--- config.mk ---
export PLATFORM = sky130hd
export DESIGN_NAME = isp_two_wire_transfer_master_top
export DESIGN_NICKNAME = d
export VERILOG_FILES = /design/src/rtl/itw_pkg.sv /design/src/rtl/itw_core.sv /design/src/rtl/itw_out_reg.sv /design/src/rtl/isp_two_wire_transfer_master_top.sv
export SDC_FILE = /design/constraint.sdc
export NUM_CORES = 1
export LEC_CHECK = 0
export ABC_AREA = 1
export BUFFER_PORTS_ARGS = -buffer_cell sky130_fd_sc_hd__clkbuf_2
export CORE_MARGIN = 3
export CORE_UTILIZATION = 30
export DETAILED_ROUTE_END_ITERATION = 6
export PLACE_DENSITY_LB_ADDON = 0.3
export SKIP_LAST_GASP = 1
export SYNTH_ARGS = -nofsm -noshare
export SYNTH_HDL_FRONTEND = slang
export SYNTH_HIERARCHICAL = 1
export SYNTH_SLANG_ARGS = --single-unit
--- constraint.sdc ---
create_clock -name clk_i -period 2 [get_ports clk_i]
set_input_delay 0.4 -clock clk_i [delete_from_list [all_inputs] [get_ports clk_i]]
set_output_delay 0.4 -clock clk_i [all_outputs]
set_load 0.02 [all_outputs]
--- src/rtl/itw_pkg.sv ---
// Package: shared types and constants for the two-wire transfer master.
`timescale 1ns / 1ps

package itw_pkg;

  localparam int unsigned DATA_BITS   = 32;
  localparam int unsigned OPCODE_BITS = 7;
  localparam int unsigned CNT_W       = 6;
  localparam int unsigned STATUS_W    = 3;

  // Acknowledge codes sampled from the target
  localparam logic [2:0] ACK_OK    = 3'd1;
  localparam logic [2:0] ACK_WAIT  = 3'd2;
  localparam logic [2:0] ACK_FAULT = 3'd4;

  // Status codes reported with done
  localparam logic [STATUS_W-1:0] ST_OK      = 3'd0;
  localparam logic [STATUS_W-1:0] ST_TIMEOUT = 3'd1;
  localparam logic [STATUS_W-1:0] ST_FAULT   = 3'd2;
  localparam logic [STATUS_W-1:0] ST_PARITY  = 3'd3;
  localparam logic [STATUS_W-1:0] ST_OTHER   = 3'd4;

  localparam logic [7:0] RETRY_RESET = 8'd100;

  // Link phases
  typedef enum logic [3:0] {
    PH_IDLE  = 4'd0,
    PH_START = 4'd1,
    PH_OPC   = 4'd2,
    PH_TURN  = 4'd3,
    PH_ACK   = 4'd4,
    PH_WTURN = 4'd5,
    PH_WDATA = 4'd6,
    PH_WPAR  = 4'd7,
    PH_WTAIL = 4'd8,
    PH_RDATA = 4'd9,
    PH_RPAR  = 4'd10,
    PH_RTAIL = 4'd11,
    PH_ETAIL = 4'd12
  } phase_e;

  // Transfer state carried from one bit period to the next
  typedef struct packed {
    phase_e                 phase;
    logic [CNT_W-1:0]       bit_count;
    logic [DATA_BITS-1:0]   shift_word;
    logic                   parity_acc;
    logic [2:0]             ack_bits;
    logic [7:0]             attempt_count;
    logic [OPCODE_BITS-1:0] held_opcode;
    logic                   held_mode;
    logic [DATA_BITS-1:0]   held_write_word;
  } state_t;

  // One result item
  typedef struct packed {
    logic                 clock_pulse;
    logic                 sda_level;
    logic                 sda_drive;
    logic                 busy_res;
    logic                 done_res;
    logic [STATUS_W-1:0]  status;
    logic [DATA_BITS-1:0] rx_word;
  } result_t;

endpackage

--- src/rtl/itw_core.sv ---
// Bit period logic: next link state and the result item for one input item.
`timescale 1ns / 1ps

module itw_core (
  input  itw_pkg::state_t                   state_i,
  input  logic                              start_req_i,
  input  logic                              mode_i,
  input  logic [itw_pkg::OPCODE_BITS-1:0]   opcode_i,
  input  logic [itw_pkg::DATA_BITS-1:0]     write_data_i,
  input  logic                              sda_sample_i,
  input  logic [7:0]                        retry_limit_i,
  output itw_pkg::state_t                   state_o,
  output itw_pkg::result_t                  res_o
);

  localparam logic [itw_pkg::CNT_W-1:0] OPC_LAST  = itw_pkg::CNT_W'(itw_pkg::OPCODE_BITS - 1);
  localparam logic [itw_pkg::CNT_W-1:0] DATA_LAST = itw_pkg::CNT_W'(itw_pkg::DATA_BITS - 1);
  localparam logic [itw_pkg::CNT_W-1:0] ACK_LAST  = itw_pkg::CNT_W'(2);
  localparam logic [itw_pkg::CNT_W-1:0] CNT_ONE   = itw_pkg::CNT_W'(1);

  logic [7:0] opc_ext;
  logic [2:0] ack_new;

  assign opc_ext = 8'(state_i.held_opcode);
  assign ack_new = state_i.ack_bits | (3'(sda_sample_i) << state_i.bit_count[1:0]);

  // One bit period of the frame sequencer
  always_comb begin
    state_o = state_i;
    res_o   = '0;
    res_o.busy_res = 1'b1;
    case (state_i.phase)
      itw_pkg::PH_IDLE: begin
        res_o.sda_level = 1'b1;
        res_o.sda_drive = 1'b1;
        if (!start_req_i) begin
          res_o.busy_res = 1'b0;
        end else begin
          state_o.held_mode       = mode_i;
          state_o.held_opcode     = opcode_i;
          state_o.held_write_word = write_data_i;
          state_o.attempt_count   = 8'd1;
          state_o.phase           = itw_pkg::PH_OPC;
          state_o.bit_count       = '0;
          res_o.clock_pulse       = 1'b1;
        end
      end
      itw_pkg::PH_START: begin
        res_o.clock_pulse = 1'b1;
        res_o.sda_level   = 1'b1;
        res_o.sda_drive   = 1'b1;
        state_o.phase     = itw_pkg::PH_OPC;
        state_o.bit_count = '0;
      end
      itw_pkg::PH_OPC: begin
        res_o.clock_pulse = 1'b1;
        res_o.sda_drive   = 1'b1;
        res_o.sda_level   = opc_ext[state_i.bit_count[2:0]];
        if (state_i.bit_count >= OPC_LAST) begin
          state_o.phase     = itw_pkg::PH_TURN;
          state_o.bit_count = '0;
        end else begin
          state_o.bit_count = state_i.bit_count + 1'b1;
        end
      end
      itw_pkg::PH_TURN: begin
        res_o.clock_pulse = 1'b1;
        state_o.phase     = itw_pkg::PH_ACK;
        state_o.bit_count = '0;
        state_o.ack_bits  = '0;
      end
      itw_pkg::PH_ACK: begin
        res_o.clock_pulse = 1'b1;
        state_o.ack_bits  = ack_new;
        if (state_i.bit_count >= ACK_LAST) begin
          state_o.bit_count = '0;
          if (ack_new == itw_pkg::ACK_OK) begin
            if (state_i.held_mode) begin
              state_o.phase = itw_pkg::PH_WTURN;
            end else begin
              state_o.phase      = itw_pkg::PH_RDATA;
              state_o.shift_word = '0;
              state_o.parity_acc = 1'b0;
            end
          end else begin
            state_o.phase = itw_pkg::PH_ETAIL;
          end
        end else begin
          state_o.bit_count = state_i.bit_count + 1'b1;
        end
      end
      itw_pkg::PH_WTURN: begin
        res_o.clock_pulse  = 1'b1;
        state_o.phase      = itw_pkg::PH_WDATA;
        state_o.bit_count  = '0;
        state_o.shift_word = state_i.held_write_word;
        state_o.parity_acc = 1'b0;
      end
      itw_pkg::PH_WDATA: begin
        res_o.clock_pulse  = 1'b1;
        res_o.sda_drive    = 1'b1;
        res_o.sda_level    = state_i.shift_word[0];
        state_o.parity_acc = state_i.parity_acc ^ state_i.shift_word[0];
        state_o.shift_word = state_i.shift_word >> 1;
        if (state_i.bit_count >= DATA_LAST) begin
          state_o.phase     = itw_pkg::PH_WPAR;
          state_o.bit_count = '0;
        end else begin
          state_o.bit_count = state_i.bit_count + 1'b1;
        end
      end
      itw_pkg::PH_WPAR: begin
        res_o.clock_pulse = 1'b1;
        res_o.sda_drive   = 1'b1;
        res_o.sda_level   = state_i.parity_acc;
        state_o.phase     = itw_pkg::PH_WTAIL;
      end
      itw_pkg::PH_WTAIL: begin
        res_o.clock_pulse = 1'b1;
        res_o.sda_drive   = 1'b1;
        res_o.done_res    = 1'b1;
        res_o.status      = itw_pkg::ST_OK;
        state_o.phase     = itw_pkg::PH_IDLE;
      end
      itw_pkg::PH_RDATA: begin
        res_o.clock_pulse  = 1'b1;
        state_o.parity_acc = state_i.parity_acc ^ sda_sample_i;
        state_o.shift_word = {sda_sample_i, state_i.shift_word[itw_pkg::DATA_BITS-1:1]};
        if (state_i.bit_count >= DATA_LAST) begin
          state_o.phase     = itw_pkg::PH_RPAR;
          state_o.bit_count = '0;
        end else begin
          state_o.bit_count = state_i.bit_count + 1'b1;
        end
      end
      itw_pkg::PH_RPAR: begin
        res_o.clock_pulse  = 1'b1;
        state_o.parity_acc = state_i.parity_acc ^ sda_sample_i;
        state_o.phase      = itw_pkg::PH_RTAIL;
        state_o.bit_count  = '0;
      end
      itw_pkg::PH_RTAIL: begin
        res_o.clock_pulse = 1'b1;
        res_o.sda_drive   = 1'b1;
        if (state_i.bit_count == '0) begin
          state_o.bit_count = CNT_ONE;
        end else begin
          res_o.done_res    = 1'b1;
          res_o.status      = state_i.parity_acc ? itw_pkg::ST_PARITY : itw_pkg::ST_OK;
          res_o.rx_word     = state_i.shift_word;
          state_o.phase     = itw_pkg::PH_IDLE;
          state_o.bit_count = '0;
        end
      end
      itw_pkg::PH_ETAIL: begin
        // Two trailing periods hold the last opcode level
        res_o.clock_pulse = 1'b1;
        res_o.sda_drive   = 1'b1;
        res_o.sda_level   = opc_ext[OPC_LAST[2:0]];
        if (state_i.bit_count == '0) begin
          state_o.bit_count = CNT_ONE;
        end else begin
          state_o.bit_count = '0;
          if (state_i.ack_bits == itw_pkg::ACK_WAIT &&
              state_i.attempt_count < retry_limit_i) begin
            state_o.attempt_count = state_i.attempt_count + 8'd1;
            state_o.phase         = itw_pkg::PH_START;
          end else begin
            res_o.done_res = 1'b1;
            state_o.phase  = itw_pkg::PH_IDLE;
            if (state_i.ack_bits == itw_pkg::ACK_WAIT) begin
              res_o.status = itw_pkg::ST_TIMEOUT;
            end else if (state_i.ack_bits == itw_pkg::ACK_FAULT) begin
              res_o.status = itw_pkg::ST_FAULT;
            end else begin
              res_o.status = itw_pkg::ST_OTHER;
            end
          end
        end
      end
      default: begin
        res_o.busy_res  = 1'b0;
        res_o.sda_level = 1'b1;
        res_o.sda_drive = 1'b1;
        state_o.phase   = itw_pkg::PH_IDLE;
      end
    endcase
  end

endmodule

--- src/rtl/itw_out_reg.sv ---
// Result register: holds one result item until the receiver takes it.
`timescale 1ns / 1ps

module itw_out_reg (
  input  logic             clk_i,
  input  logic             rst_ni,
  input  logic             load_i,
  input  itw_pkg::result_t res_i,
  input  logic             out_ready_i,
  output logic             can_load_o,
  output logic             out_valid_o,
  output itw_pkg::result_t res_o
);

  logic             valid_q, valid_d;
  itw_pkg::result_t res_q;

  // Free when empty or drained this cycle
  assign can_load_o = !valid_q || out_ready_i;
  assign valid_d    = load_i || (valid_q && !out_ready_i);

  always_ff @(posedge clk_i or negedge rst_ni) begin
    if (!rst_ni) begin
      valid_q <= 1'b0;
    end else begin
      valid_q <= valid_d;
    end
  end

  // Payload needs no reset
  always_ff @(posedge clk_i) begin
    if (load_i) begin
      res_q <= res_i;
    end
  end

  assign out_valid_o = valid_q;
  assign res_o       = res_q;

endmodule

--- src/rtl/isp_two_wire_transfer_master_top.sv ---
// Top level: two-wire serial transfer master, one bit period per item.
`timescale 1ns / 1ps

// Usage:
//   Each input item is one serial bit period. With start_req_i high while idle,
//   the master sends a start bit, the opcode LSB first, a turnaround, reads a
//   3-bit acknowledge and then moves the 32-bit word (write or read) with even
//   parity. A WAIT acknowledge repeats the frame up to retry_limit attempts.
//   Every input item yields exactly one result item describing the line for
//   that period (clock pulse, data level and drive, busy, done, status, data).
//   The result of an item is registered and appears in the cycle after acceptance.
//   Throughput: one item per cycle while the receiver keeps up; the link state
//   and the result register both update in the accept cycle, so the sequencer itself never holds off input.
//   When the receiver stalls, the result register holds its item and
//   in_ready_o drops until the item is taken; nothing is lost.
//   cfg_we_i writes retry_limit from cfg_data_i; write only while idle.
//   Reset: link returns to idle, counters clear, retry_limit becomes 100,
//   and no result is pending.

module isp_two_wire_transfer_master_top (
  input  logic                              clk_i,
  input  logic                              rst_ni,
  input  logic                              cfg_we_i,
  input  logic [7:0]                        cfg_data_i,
  input  logic                              in_valid_i,
  output logic                              in_ready_o,
  input  logic                              start_req_i,
  input  logic                              mode_i,
  input  logic [itw_pkg::OPCODE_BITS-1:0]   opcode_i,
  input  logic [itw_pkg::DATA_BITS-1:0]     write_data_i,
  input  logic                              sda_sample_i,
  output logic                              out_valid_o,
  input  logic                              out_ready_i,
  output logic                              clock_pulse_o,
  output logic                              sda_level_o,
  output logic                              sda_drive_o,
  output logic                              busy_res_o,
  output logic                              done_res_o,
  output logic [itw_pkg::STATUS_W-1:0]      status_o,
  output logic [itw_pkg::DATA_BITS-1:0]     rx_word_o
);

  itw_pkg::state_t  state_q, state_d;
  itw_pkg::result_t step_res, out_res;
  logic [7:0]       retry_limit_q;
  logic             in_fire;

  assign in_fire = in_valid_i && in_ready_o;

  // Configuration register
  always_ff @(posedge clk_i or negedge rst_ni) begin
    if (!rst_ni) begin
      retry_limit_q <= itw_pkg::RETRY_RESET;
    end else if (cfg_we_i) begin
      retry_limit_q <= cfg_data_i;
    end
  end

  // Link state advances once per accepted item; all zero is idle
  always_ff @(posedge clk_i or negedge rst_ni) begin
    if (!rst_ni) begin
      state_q <= '0;
    end else if (in_fire) begin
      state_q <= state_d;
    end
  end

  itw_core u_core (
    .state_i       (state_q),
    .start_req_i   (start_req_i),
    .mode_i        (mode_i),
    .opcode_i      (opcode_i),
    .write_data_i  (write_data_i),
    .sda_sample_i  (sda_sample_i),
    .retry_limit_i (retry_limit_q),
    .state_o       (state_d),
    .res_o         (step_res)
  );

  itw_out_reg u_out_reg (
    .clk_i       (clk_i),
    .rst_ni      (rst_ni),
    .load_i      (in_fire),
    .res_i       (step_res),
    .out_ready_i (out_ready_i),
    .can_load_o  (in_ready_o),
    .out_valid_o (out_valid_o),
    .res_o       (out_res)
  );

  assign clock_pulse_o = out_res.clock_pulse;
  assign sda_level_o   = out_res.sda_level;
  assign sda_drive_o   = out_res.sda_drive;
  assign busy_res_o    = out_res.busy_res;
  assign done_res_o    = out_res.done_res;
  assign status_o      = out_res.status;
  assign rx_word_o     = out_res.rx_word;

  // A finished transfer is always reported as busy on its last period
  a_done_busy : assert property (@(posedge clk_i) disable iff (!rst_ni)
    out_valid_o && done_res_o |-> busy_res_o)
    else $error("done without busy");

  // Status and read word are zero except on the done period
  a_status_done : assert property (@(posedge clk_i) disable iff (!rst_ni)
    out_valid_o && !done_res_o |-> (status_o == itw_pkg::ST_OK && rx_word_o == '0))
    else $error("status or data outside done");

  // A transfer in flight has counted at least one attempt
  a_attempt : assert property (@(posedge clk_i) disable iff (!rst_ni)
    state_q.phase != itw_pkg::PH_IDLE |-> state_q.attempt_count != 8'd0)
    else $error("active transfer with zero attempts");

  // The link state moves only when an item is accepted
  a_state_hold : assert property (@(posedge clk_i) disable iff (!rst_ni)
    !in_fire |=> $stable(state_q))
    else $error("state changed without an item");

endmodule
==> impl_metrics.csv <==
group,metric,value,unit
min_path,worstHoldPathType,"primary input to flop",
clocking,clock_sinks,143,
detailed_routing,viasPerCell,4.686,
logic_synthesis,ys_ff_latch,143,
die,core_area,0.02554,mm2
grt,grt_usage,15.62,%
logic_synthesis,synth_edf_count,40,
logic_synthesis,synth-simple-area-share,32.90,%
logic_synthesis,muxShareOfSynthArea,0,%
logic_synthesis,syn_area,0.007918,mm2
layout,nNetsFinal,1216,
detailed_routing,firstDrtPassIters,5,
logic_synthesis,synth_area_leader_cell,"dfrtp_1",
power_and_ir_drop,p_leak,4.842,nW
timing,max_freq,531.1,MHz
worst_setup_path,crit_type,"flop to flop",
layout,layout-drive-gt1-share,19.07,%
detailed_routing,dr.first_iter.drc_count,593,
power_and_ir_drop,pwr-share-comb,34.8,%
timing,slew_violations,0,
timing,final.min_clock_period,1.883,ns
grt,first_global_vias,6597,
logic_synthesis,synth_warnings,6,
grt,antenna_found_initial,1,
worst_setup_path,slowest_delay,0.49,ns
logic_synthesis,yosys.area_share.xor_xnor,0,%
power_and_ir_drop,p_int,0.007421,W
timing,rsz0062_at_grt,"true",
worst_setup_path,worst_ep_required_time,2.29,ns
clocking,clkTransAtPathRegs,0.06,ns
timing,fin_skew,0.01319,ns
worst_setup_path,critPathMostFrequentCell,"buf_4",
clocking,clk_latency,0.42,ns
grt,grt_remaining_overflow,0,
detailed_routing,detail-route-antenna-nets,0,
place,dp_hpwl,14.37,mm
worst_setup_path,path_cells,"inv_2 -> nor2_2 -> nand2_1 -> inv_1 -> buf_4 -> nor4_1 -> buf_4",
detailed_routing,wirelength,22.38,mm
worst_setup_path,path_max_fanout,6,
die,fp.dieArea,0.02838,mm2
timing,fin_hold_ws,0.1818,ns
timing,post-route-period-util,94.14,%
logic_synthesis,synthCells,1040,
die,rows,58,
layout,final_cell_mix,"nand2_1 (424), nand3_1 (105), dfrtp_1 (97), clkbuf_2 (94), inv_1 (91)",
power_and_ir_drop,netSwitchingPower,0.004904,W
layout,register_area,0.003786,mm2
grt,grt_pass1_wl,35.76,mm
die,die_y,168.5,um
die,die_x,168.5,um
clocking,cts_tree,"yes",
worst_setup_path,worst_setup_path_start_kind,"flop",
logic_synthesis,synth_cell_type_count,41,
run,cap_violations,0,
detailed_routing,wire_per_inst,14.97,um
clocking,tritoncts.num_buffers,17,
timing,tightest_slew,0.5270,ns
logic_synthesis,ys.flop_type,"dfrtp_1",
timing,setup_viol,0,
clocking,cts_max_path_buffers,2,
run_status,status,"completed",
timing,hold_violations,0,
place,gp_congestion,0.8767,
worst_setup_path,crit_path_end_kind,"flop",
layout,num-fill-cells,2667,
power_and_ir_drop,seq_power_share,38.3,%
worst_setup_path,cp.arrival,2.17,ns
logic_synthesis,synth_top_family_by_area,"simple AND/OR/NAND/NOR gates",
die,initial_core_util,31.00,%
layout,multiInputGateArea,0.003485,mm2
layout,post-route-util,37.87,%
detailed_routing,vias,7005,
die,io_pins,97,
clocking,cts_root_buf,"clkbuf_16",
logic_synthesis,async_reset_ff_share,72.03,%
place,dpl.cell_count,1455,
clocking,htreeDepth,4,
place,io_buffers,96,
power_and_ir_drop,switching_share,39.79,%
layout,area_delta_synth_final,22.17,%
layout,final_cells,1495,
logic_synthesis,yosys-top-cells-area,"dfrtp_1 (32%), nand2_1 (20%), edfxtp_1 (15%), nand3_1 (6.6%), inv_1 (4.4%)",
logic_synthesis,avgSynthCellArea,7.613,um2
power_and_ir_drop,clkPwrFrac,27.0,%
logic_synthesis,synth-seq-area-share,47.77,%
power_and_ir_drop,ir_worst_vdd,561.4,uV
worst_setup_path,crit_slowest_cell,"nor4_1",
detailed_routing,drc,0,
logic_synthesis,synthAdderAreaFrac,1.580,%
power_and_ir_drop,p_per_area,1274,mW/mm2
logic_synthesis,yosysTopAreaCellShare,31.61,%
timing,slew_headroom,64.54,%
logic_synthesis,syn-num-nets,1105,
layout,final_common_cell,"nand2_1",
grt,grt_max_degree,70,
timing,setup_tns,0,ns
logic_synthesis,synth_compound_area_share,8.265,%
[per-stage QoR]
step | cell area [um2] | worst slack, ns | power [W]
global route | 9673 | -0.04488 | 0.01325
floorplan | 7934 | 0.01437 | 0.007513
finish | 9673 | 0.1172 | 0.01232
global placement | 8906 | 0.08426 | 0.008767
CTS | 9529 | 0.03208 | 0.01224
detailed placement | 8906 | 0.03776 | 0.008848
[synthesized netlist by cell type (3+ instances only)]
library cell	instances
buf_6	9
o211ai_1	4
buf_2	25
dfrtp_1	100
nor2_2	8
clkbuf_1	3
inv_2	4
o21a_1	3
nand2_2	5
nand3_1	105
ha_1	10
nand2_1	427
dfstp_2	3
nor3_1	4
a21oi_1	11
buf_4	19
edfxtp_1	40
o21ai_0	31
a22oi_1	33
nand4_1	8
inv_1	93
nor2_1	69
[kinds of logic (layout without fill, tap and decap cells)]
| family | count (synthesis) | after routing |
|---|---|---|
| other | 0 | 1 |
| DFF | 143 | 143 |
| and+or+nand+nor | 634 | 636 |
| adders and majority gates | 10 | 10 |
| buffers and inverters | 154 | 276 |
| AOI/OAI and AO/OA | 99 | 99 |
[worst paths after layout]
path,from,to,slack [ns],cells past startpoint
max,state_q[92],u_out_reg/res_o[37],0.12,7
min,cfg_data_i[6],retry_limit_q[6],0.18,3
max reg2reg,state_q[92],u_out_reg/res_o[37],0.12,7
min reg2reg,state_q[37],state_q[37],0.47,2
max in group asynchronous,rst_ni,retry_limit_q[2],1.09,3
min in group asynchronous,rst_ni,state_q[22],0.49,3
[what timing repair did]
item | CTS | global route
resized for setup | 0 | 20
endpoints found under the hold margin | 37 | 0
endpoints found under the setup margin | 0 | 43
setup buffers | 0 | 4
hold buffers | 1 | 0
[flip-flops by register name, summed over array words and instances (netlist names)]
name,flops
state_q,94
u_out_reg/res_o,40
retry_limit_q,8
u_out_reg/out_valid_o,1
[layer usage]
| layer | vias up | global-route usage, % | share of wire (%) |
|---|---|---|---|
| li1 | 3563 | - | - |
| met2 | 194 | 22.40 | 43 |
| met3 | 22 | 3.199 | 4.9 |
| met4 | 0 | 4.767 | 1.5 |
| met5 | - | 0 | 0 |
| met1 | 3226 | 23.60 | 50 |
[final cells by class]
cell class / instances / area share (%)
clock inverters: 12 / 1.513
clock buffers: 20 / 4.825
repair buffers: 146 / 10.34
diodes: 1 / 0.02587
flip-flops and latches: 143 / 39.14
inverters: 98 / 3.868
multi-input cells: 745 / 36.02
well taps: 330 / 4.269
[worst max-delay path, delay by kind of cell, from the launching register on]
| family | cells | cell delay (ns) |
|---|---|---|
| flops | 1 | 0.44 |
| simple gates | 3 | 0.73 |
| buf+inv | 4 | 0.58 |
[power by group through the flow]
stage	Sequential, W	Combinational, W	Clock (W)
2_1_floorplan	0.00460	0.00292	0
3_3_place_gp	0.00472	0.00404	0
3_5_place_dp	0.00475	0.00410	0
4_1_cts	0.00470	0.00413	0.00340
5_1_grt	0.00485	0.00487	0.00352
6_report	0.00472	0.00428	0.00332
Power figures use the tool's default switching activity.
